### src/rtl/cmnc_pkg.sv
// ----------------------------------------------------------------------------
// cmnc_pkg: shared types and constants
// Table geometry, command codes and table entry layout for the contour
// neighbor cost block.
// ----------------------------------------------------------------------------
package cmnc_pkg;

   localparam int PT_COUNT = 1024;
   localparam int IDX_W    = $clog2(PT_COUNT);
   localparam int SIZE_W   = IDX_W + 1;
   localparam int CNT_W    = $clog2(IDX_W);

   typedef enum logic [1:0] {
      CMD_WRITE = 2'd0,
      CMD_ADJ   = 2'd1,
      CMD_BACK  = 2'd2,
      CMD_FWD   = 2'd3
   } cmd_type;

   typedef struct packed {
      logic             valid;
      logic [IDX_W-1:0] target;
   } ent_type;

endpackage

### src/rtl/cmnc_rem_unit.sv
// ----------------------------------------------------------------------------
// cmnc_rem_unit: iterative remainder
// Restoring shift-subtract remainder of an index by the ring size, one
// dividend bit per cycle. done pulses one cycle with the remainder held.
// ----------------------------------------------------------------------------
module cmnc_rem_unit import cmnc_pkg::*; (
   input  logic              clock,
   input  logic              reset,
   input  logic              start,
   input  logic [IDX_W-1:0]  dividend,
   input  logic [SIZE_W-1:0] divisor,
   output logic              done,
   output logic [IDX_W-1:0]  remainder
);

   logic              busy_ff, busy_in;
   logic              done_ff, done_in;
   logic [CNT_W-1:0]  cnt_ff, cnt_in;
   logic [IDX_W-1:0]  rem_ff, rem_in;
   logic [IDX_W-1:0]  sh_ff, sh_in;
   logic [SIZE_W-1:0] div_ff, div_in;
   logic [SIZE_W-1:0] trial;

   assign trial = {rem_ff, sh_ff[IDX_W-1]};

   always_comb begin
      busy_in = busy_ff;
      done_in = 1'b0;
      cnt_in  = cnt_ff;
      rem_in  = rem_ff;
      sh_in   = sh_ff;
      div_in  = div_ff;
      if (start) begin
         busy_in = 1'b1;
         cnt_in  = '0;
         rem_in  = '0;
         sh_in   = dividend;
         div_in  = divisor;
      end else if (busy_ff) begin
         sh_in  = {sh_ff[IDX_W-2:0], 1'b0};
         rem_in = (trial >= div_ff) ? IDX_W'(trial - div_ff) : IDX_W'(trial);
         cnt_in = cnt_ff + CNT_W'(1);
         if (cnt_ff == CNT_W'(IDX_W - 1)) begin
            busy_in = 1'b0;
            done_in = 1'b1;
         end
      end
   end

   always_ff @(posedge clock) begin
      if (reset) begin
         busy_ff <= 1'b0;
         done_ff <= 1'b0;
         cnt_ff  <= '0;
      end else begin
         busy_ff <= busy_in;
         done_ff <= done_in;
         cnt_ff  <= cnt_in;
      end
      rem_ff <= rem_in;
      sh_ff  <= sh_in;
      div_ff <= div_in;
   end

   assign done      = done_ff;
   assign remainder = rem_ff;

endmodule

### config.mk
export PLATFORM = sky130hd
export DESIGN_NAME = cmnc_rem_unit
export DESIGN_NICKNAME = d
export VERILOG_FILES = /design/src/rtl/cmnc_pkg.sv /design/src/rtl/cmnc_rem_unit.sv
export SDC_FILE = /design/constraint.sdc
export NUM_CORES = 1
export LEC_CHECK = 0
export BUFFER_PORTS_ARGS = -buffer_cell sky130_fd_sc_hd__buf_2
export CELL_PAD_IN_SITES_DETAIL_PLACEMENT = 1
export CELL_PAD_IN_SITES_GLOBAL_PLACEMENT = 1
export CORE_MARGIN = 10
export CORE_UTILIZATION = 39
export CTS_CLUSTER_DIAMETER = 30
export DETAILED_ROUTE_END_ITERATION = 8
export PLACE_DENSITY = 0.78
export SLEW_MARGIN = 20
export SYNTH_ARGS = -nofsm -noshare
export SYNTH_HDL_FRONTEND = slang
export SYNTH_SLANG_ARGS = --single-unit
### constraint.sdc
create_clock -name clock -period 2.2 [get_ports clock]
set_clock_uncertainty 0.15 [all_clocks]
set_input_delay 0.22 -clock clock [delete_from_list [all_inputs] [get_ports clock]]
set_output_delay 0.22 -clock clock [all_outputs]
set_load 0.01 [all_outputs]
==> impl_metrics.xml <==
<?xml version="1.0" encoding="UTF-8"?>
<metrics>
  <group name="run_status">
    <metric name="outcome" unit="">finished, violations left</metric>
    <metric name="failed_checks" unit="">setup timing</metric>
  </group>
  <group name="sta">
    <metric name="max_freq" unit="MHz">425</metric>
    <metric name="final.min_clock_period" unit="ns">2.35</metric>
    <metric name="rsz0062_at_grt" unit="">true</metric>
    <metric name="hold_ws" unit="ns">0.0234</metric>
    <metric name="tightest_slew_margin_relative_to_the_limit" unit="%">72.4</metric>
    <metric name="setup_total_negative_slack" unit="ns">-0.204</metric>
    <metric name="final_hold_viol_count" unit="">0</metric>
    <metric name="timing_worst_slew_pin_value" unit="ns">0.413</metric>
    <metric name="post-route-worst-setup-slack" unit="ns">-0.152</metric>
    <metric name="final_min_period_over_clock_period" unit="%">107</metric>
    <metric name="finalSetupViolations" unit="">4</metric>
    <metric name="final_max_slew_viol_count" unit="">0</metric>
  </group>
  <group name="logic_synthesis">
    <metric name="postSynthCellCount" unit="">173</metric>
    <metric name="synthesis.yosys.warnings" unit="">0</metric>
    <metric name="synth_flop_cell" unit="">sky130_fd_sc_hd__edfxtp_1</metric>
    <metric name="synthesis.area_per_instance" unit="um^2">11.2</metric>
    <metric name="seq_area_frac_synth" unit="%">48.9</metric>
    <metric name="post_synth_instance_area" unit="mm^2">0.00194</metric>
    <metric name="synthDistinctLibCells" unit="">43</metric>
    <metric name="synth_edf_count" unit="">21</metric>
    <metric name="post_synth_main_area_contributors" unit="">sky130_fd_sc_hd__edfxtp_1 (32%), sky130_fd_sc_hd__dfxtp_1 (16%), sky130_fd_sc_hd__ha_1 (8.4%)</metric>
    <metric name="netlist.top_cell.by_area" unit="">sky130_fd_sc_hd__edfxtp_1</metric>
    <metric name="mappedNetlistNets" unit="">211</metric>
    <metric name="synth_top_area_share" unit="%">32.4</metric>
    <metric name="ys_ff_latch" unit="">37</metric>
    <metric name="synth-async-reset-ratio" unit="%">0</metric>
  </group>
  <group name="setup_path">
    <metric name="worst-setup-path-type" unit="">reg -&gt; reg</metric>
    <metric name="worst_setup_path_end_kind" unit="">register</metric>
    <metric name="ff2ff_path_depth" unit="">10</metric>
    <metric name="ff2ff_setup_slack" unit="ns">-0.15</metric>
    <metric name="path_max_fanout" unit="">3</metric>
    <metric name="worst_ep_arrival_time" unit="ns">2.41</metric>
    <metric name="worst_r2r_startpoint" unit="">sh_ff[9]$_DFFE_PP_</metric>
    <metric name="worst_setup_path_start_kind" unit="">register</metric>
    <metric name="timing.rr.end" unit="">remainder[6]$_SDFFE_PP0P_</metric>
    <metric name="required" unit="ns">2.26</metric>
  </group>
  <group name="routing">
    <metric name="via_count" unit="">1641</metric>
    <metric name="vias_per_cell" unit="">5.26</metric>
    <metric name="detail_route.iter0.violations" unit="">119</metric>
    <metric name="drt_first_pass_iters" unit="">4</metric>
    <metric name="drt.antenna.violating_nets" unit="">0</metric>
    <metric name="wire_per_inst" unit="um">19.2</metric>
    <metric name="drc_viols" unit="">0</metric>
    <metric name="finalWirelength" unit="mm">5.98</metric>
  </group>
  <group name="finish">
    <metric name="num_antenna_cells" unit="">0</metric>
    <metric name="final_layout_size_suffix_gt1_share" unit="%">44.9</metric>
    <metric name="layout-area-overhead-vs-synth" unit="%">42.5</metric>
    <metric name="final_nets" unit="">282</metric>
    <metric name="core_utilization_of_the_finished_layout" unit="%">57.9</metric>
    <metric name="finalInstanceArea" unit="mm^2">0.00277</metric>
  </group>
  <group name="power">
    <metric name="power_leakage" unit="nW">1.11</metric>
    <metric name="power_density" unit="mW/mm^2">718</metric>
    <metric name="irDropWorstVdd" unit="mV">0.364</metric>
  </group>
  <group name="clock_tree">
    <metric name="cts.path.max_buffers" unit="">2</metric>
    <metric name="tritoncts_num_sinks" unit="">37</metric>
    <metric name="h_tree_levels" unit="">2</metric>
    <metric name="clkLatencyLatePin" unit="ns">0.30</metric>
    <metric name="cts_tree" unit="">done</metric>
    <metric name="clk_transition_reported_paths" unit="ns">0.08</metric>
    <metric name="numCtsBuffers" unit="">5</metric>
    <metric name="buffer_cell_driving_the_clock_tree_root" unit="">sky130_fd_sc_hd__clkbuf_8</metric>
  </group>
  <group name="min_path">
    <metric name="hold_class" unit="">in -&gt; reg</metric>
    <metric name="worst_hold_path.num_cells" unit="">2</metric>
    <metric name="min-delay-start" unit="">reset</metric>
    <metric name="min_to" unit="">busy_ff$_SDFF_PP0_</metric>
  </group>
  <group name="grt">
    <metric name="grt_max_degree" unit="">25</metric>
    <metric name="initial_antenna_violation_count" unit="">0</metric>
    <metric name="grt_overflow_total" unit="">0</metric>
    <metric name="grt_pass1_vias" unit="">1705</metric>
    <metric name="grt_util_all_layers" unit="%">12.9</metric>
    <metric name="grt_pass1_wl" unit="mm">8.62</metric>
  </group>
  <group name="placement">
    <metric name="dp.final_hpwl" unit="mm">3.53</metric>
    <metric name="place_ws" unit="ns">-0.0916</metric>
    <metric name="buffer_ports.inserted" unit="">34</metric>
    <metric name="placedInstanceArea" unit="mm^2">0.00230</metric>
    <metric name="place.gp.congestion" unit="">0.822</metric>
  </group>
  <group name="floorplan">
    <metric name="num_io_pins" unit="">35</metric>
    <metric name="starting_density_of_the_core" unit="%">40.6</metric>
    <metric name="floorplan.die.height" unit="um">90.6</metric>
    <metric name="chipWidth" unit="um">90.6</metric>
    <metric name="die-area" unit="mm^2">0.00821</metric>
    <metric name="core" unit="mm^2">0.00479</metric>
    <metric name="row_count" unit="">25</metric>
  </group>
  <group name="job">
    <metric name="drv.max_cap_violation_count" unit="">0</metric>
  </group>
</metrics>
## flip-flops by register name, indices dropped and copies added, names as in the netlist
register	count
busy_ff	1
remainder	10
div_ff	11
cnt_ff	4
done	1
sh_ff	10
## placed cells by master, fill, tap and decap left out, types with 2 or more instances in the layout
cell type                       netlist  layout
sky130_fd_sc_hd__inv_1               17      12
sky130_fd_sc_hd__nand4_1              2       2
sky130_fd_sc_hd__o22ai_1              2       2
sky130_fd_sc_hd__a21oi_4              0       2
sky130_fd_sc_hd__xor2_1               4       4
sky130_fd_sc_hd__dlygate4sd3_1        0      11
sky130_fd_sc_hd__edfxtp_1            21      21
sky130_fd_sc_hd__inv_2                0       5
sky130_fd_sc_hd__buf_4                0      22
sky130_fd_sc_hd__a211oi_1             5       3
sky130_fd_sc_hd__dfxtp_1             16      15
sky130_fd_sc_hd__o21ai_1              2       4
sky130_fd_sc_hd__buf_2                0      34
sky130_fd_sc_hd__ha_4                 0       9
sky130_fd_sc_hd__nor3_1               3       3
sky130_fd_sc_hd__mux2i_1              7       5
sky130_fd_sc_hd__xnor2_1              6       6
sky130_fd_sc_hd__a211oi_2             1       3
sky130_fd_sc_hd__a21oi_1              9       7
sky130_fd_sc_hd__bufinv_16            0       2
sky130_fd_sc_hd__nor2_1              10      10
sky130_fd_sc_hd__mux2_2               9       9
sky130_fd_sc_hd__nand2b_1             3       3
sky130_fd_sc_hd__mux2i_2              0       2
sky130_fd_sc_hd__clkbuf_8             0       5
sky130_fd_sc_hd__o21ai_0              4       2
sky130_fd_sc_hd__nand2_1             10       9
sky130_fd_sc_hd__nand3_1              2       2
sky130_fd_sc_hd__ha_1                13       4
sky130_fd_sc_hd__a21oi_2              3       3
## cell usage after synthesis (3+ instances only)
master                     number
sky130_fd_sc_hd__edfxtp_1      21
sky130_fd_sc_hd__inv_1         17
sky130_fd_sc_hd__dfxtp_1       16
sky130_fd_sc_hd__ha_1          13
sky130_fd_sc_hd__nand2_1       10
sky130_fd_sc_hd__nor2_1        10
sky130_fd_sc_hd__a21oi_1        9
sky130_fd_sc_hd__mux2_2         9
sky130_fd_sc_hd__mux2i_1        7
sky130_fd_sc_hd__xnor2_1        6
sky130_fd_sc_hd__a211oi_1       5
sky130_fd_sc_hd__o21ai_0        4
sky130_fd_sc_hd__xor2_1         4
sky130_fd_sc_hd__a21oi_2        3
sky130_fd_sc_hd__clkbuf_1       3
sky130_fd_sc_hd__nand2b_1       3
sky130_fd_sc_hd__nor3_1         3
## how the worst max path moves through the flow
stage	from	end	slack, ns
after floorplan	sh_ff[9]$_DFFE_PP_	remainder[8]$_SDFFE_PP0P_	0.08
after global placement	sh_ff[9]$_DFFE_PP_	remainder[8]$_SDFFE_PP0P_	-0.01
after detailed placement	sh_ff[9]$_DFFE_PP_	remainder[8]$_SDFFE_PP0P_	-0.09
after CTS	sh_ff[9]$_DFFE_PP_	remainder[8]$_SDFFE_PP0P_	-0.01
after global routing	sh_ff[9]$_DFFE_PP_	remainder[6]$_SDFFE_PP0P_	-0.23
final	sh_ff[9]$_DFFE_PP_	remainder[6]$_SDFFE_PP0P_	-0.15
## stage by stage
stage               power (mW)  std cells
floorplan                 1.03        173
global placement          1.15        285
detailed placement        1.16        285
CTS                       1.91        305
global route              2.07        312
finish                    1.99        312
## kinds of logic (layout without fill, tap and decap cells)
family          after synthesis  count (layout)  share of synthesized area [%]
fa+ha+maj                    14              14                           9.40
simple gates                 38              38                           10.2
mux                          17              17                           9.59
flops                        37              37                           48.9
compound gates               36              36                           13.4
xor+xnor                     10              10                           4.50
buf+inv                      21              93                           4.05
## routing by layer
| layer | global-route usage [%] | wire length, um |
|---|---|---|
| met5 | 0 | 0 |
| met4 | 5.31 | 181 |
| met3 | 3.91 | 353 |
| met2 | 21.8 | 2910 |
| met1 | 14.9 | 2540 |
## report_power, final
part | internal, mW | switching, mW | leakage (nW)
clock | 0.450 | 0.258 | 0.0681
combinational | 0.233 | 0.230 | 0.705
sequential | 0.787 | 0.0311 | 0.340
## layout make-up
type	instances	area, um^2
clock buffer	5	68.8
clock inverter	3	65.1
sequential	37	952
inverter	17	63.8
multi-input combinational	115	1080
tap	67	83.8
timing repair buffer	68	457
fill	517	2020
## critical path, cell delays in order, from the launching register on
cell	delay (ns)
sky130_fd_sc_hd__edfxtp_1	0.39
sky130_fd_sc_hd__inv_2	0.10
sky130_fd_sc_hd__ha_4	0.14
sky130_fd_sc_hd__inv_2	0.04
sky130_fd_sc_hd__fa_2	0.39
sky130_fd_sc_hd__a211oi_2	0.22
sky130_fd_sc_hd__o21bai_1	0.10
sky130_fd_sc_hd__a21oi_1	0.17
sky130_fd_sc_hd__xnor2_1	0.16
sky130_fd_sc_hd__mux2i_2	0.12
sky130_fd_sc_hd__a211oi_2	0.28
## what timing repair did
action	4_1_cts	5_1_grt
pin swaps	5	20
cloned	0	0
resized for setup	13	22
hold buffers	11	0
hold endpoints to repair	11	0
buffers inserted	1	7
setup endpoints to repair	9	10
No activity file was read; power rests on OpenSTA's default activity.
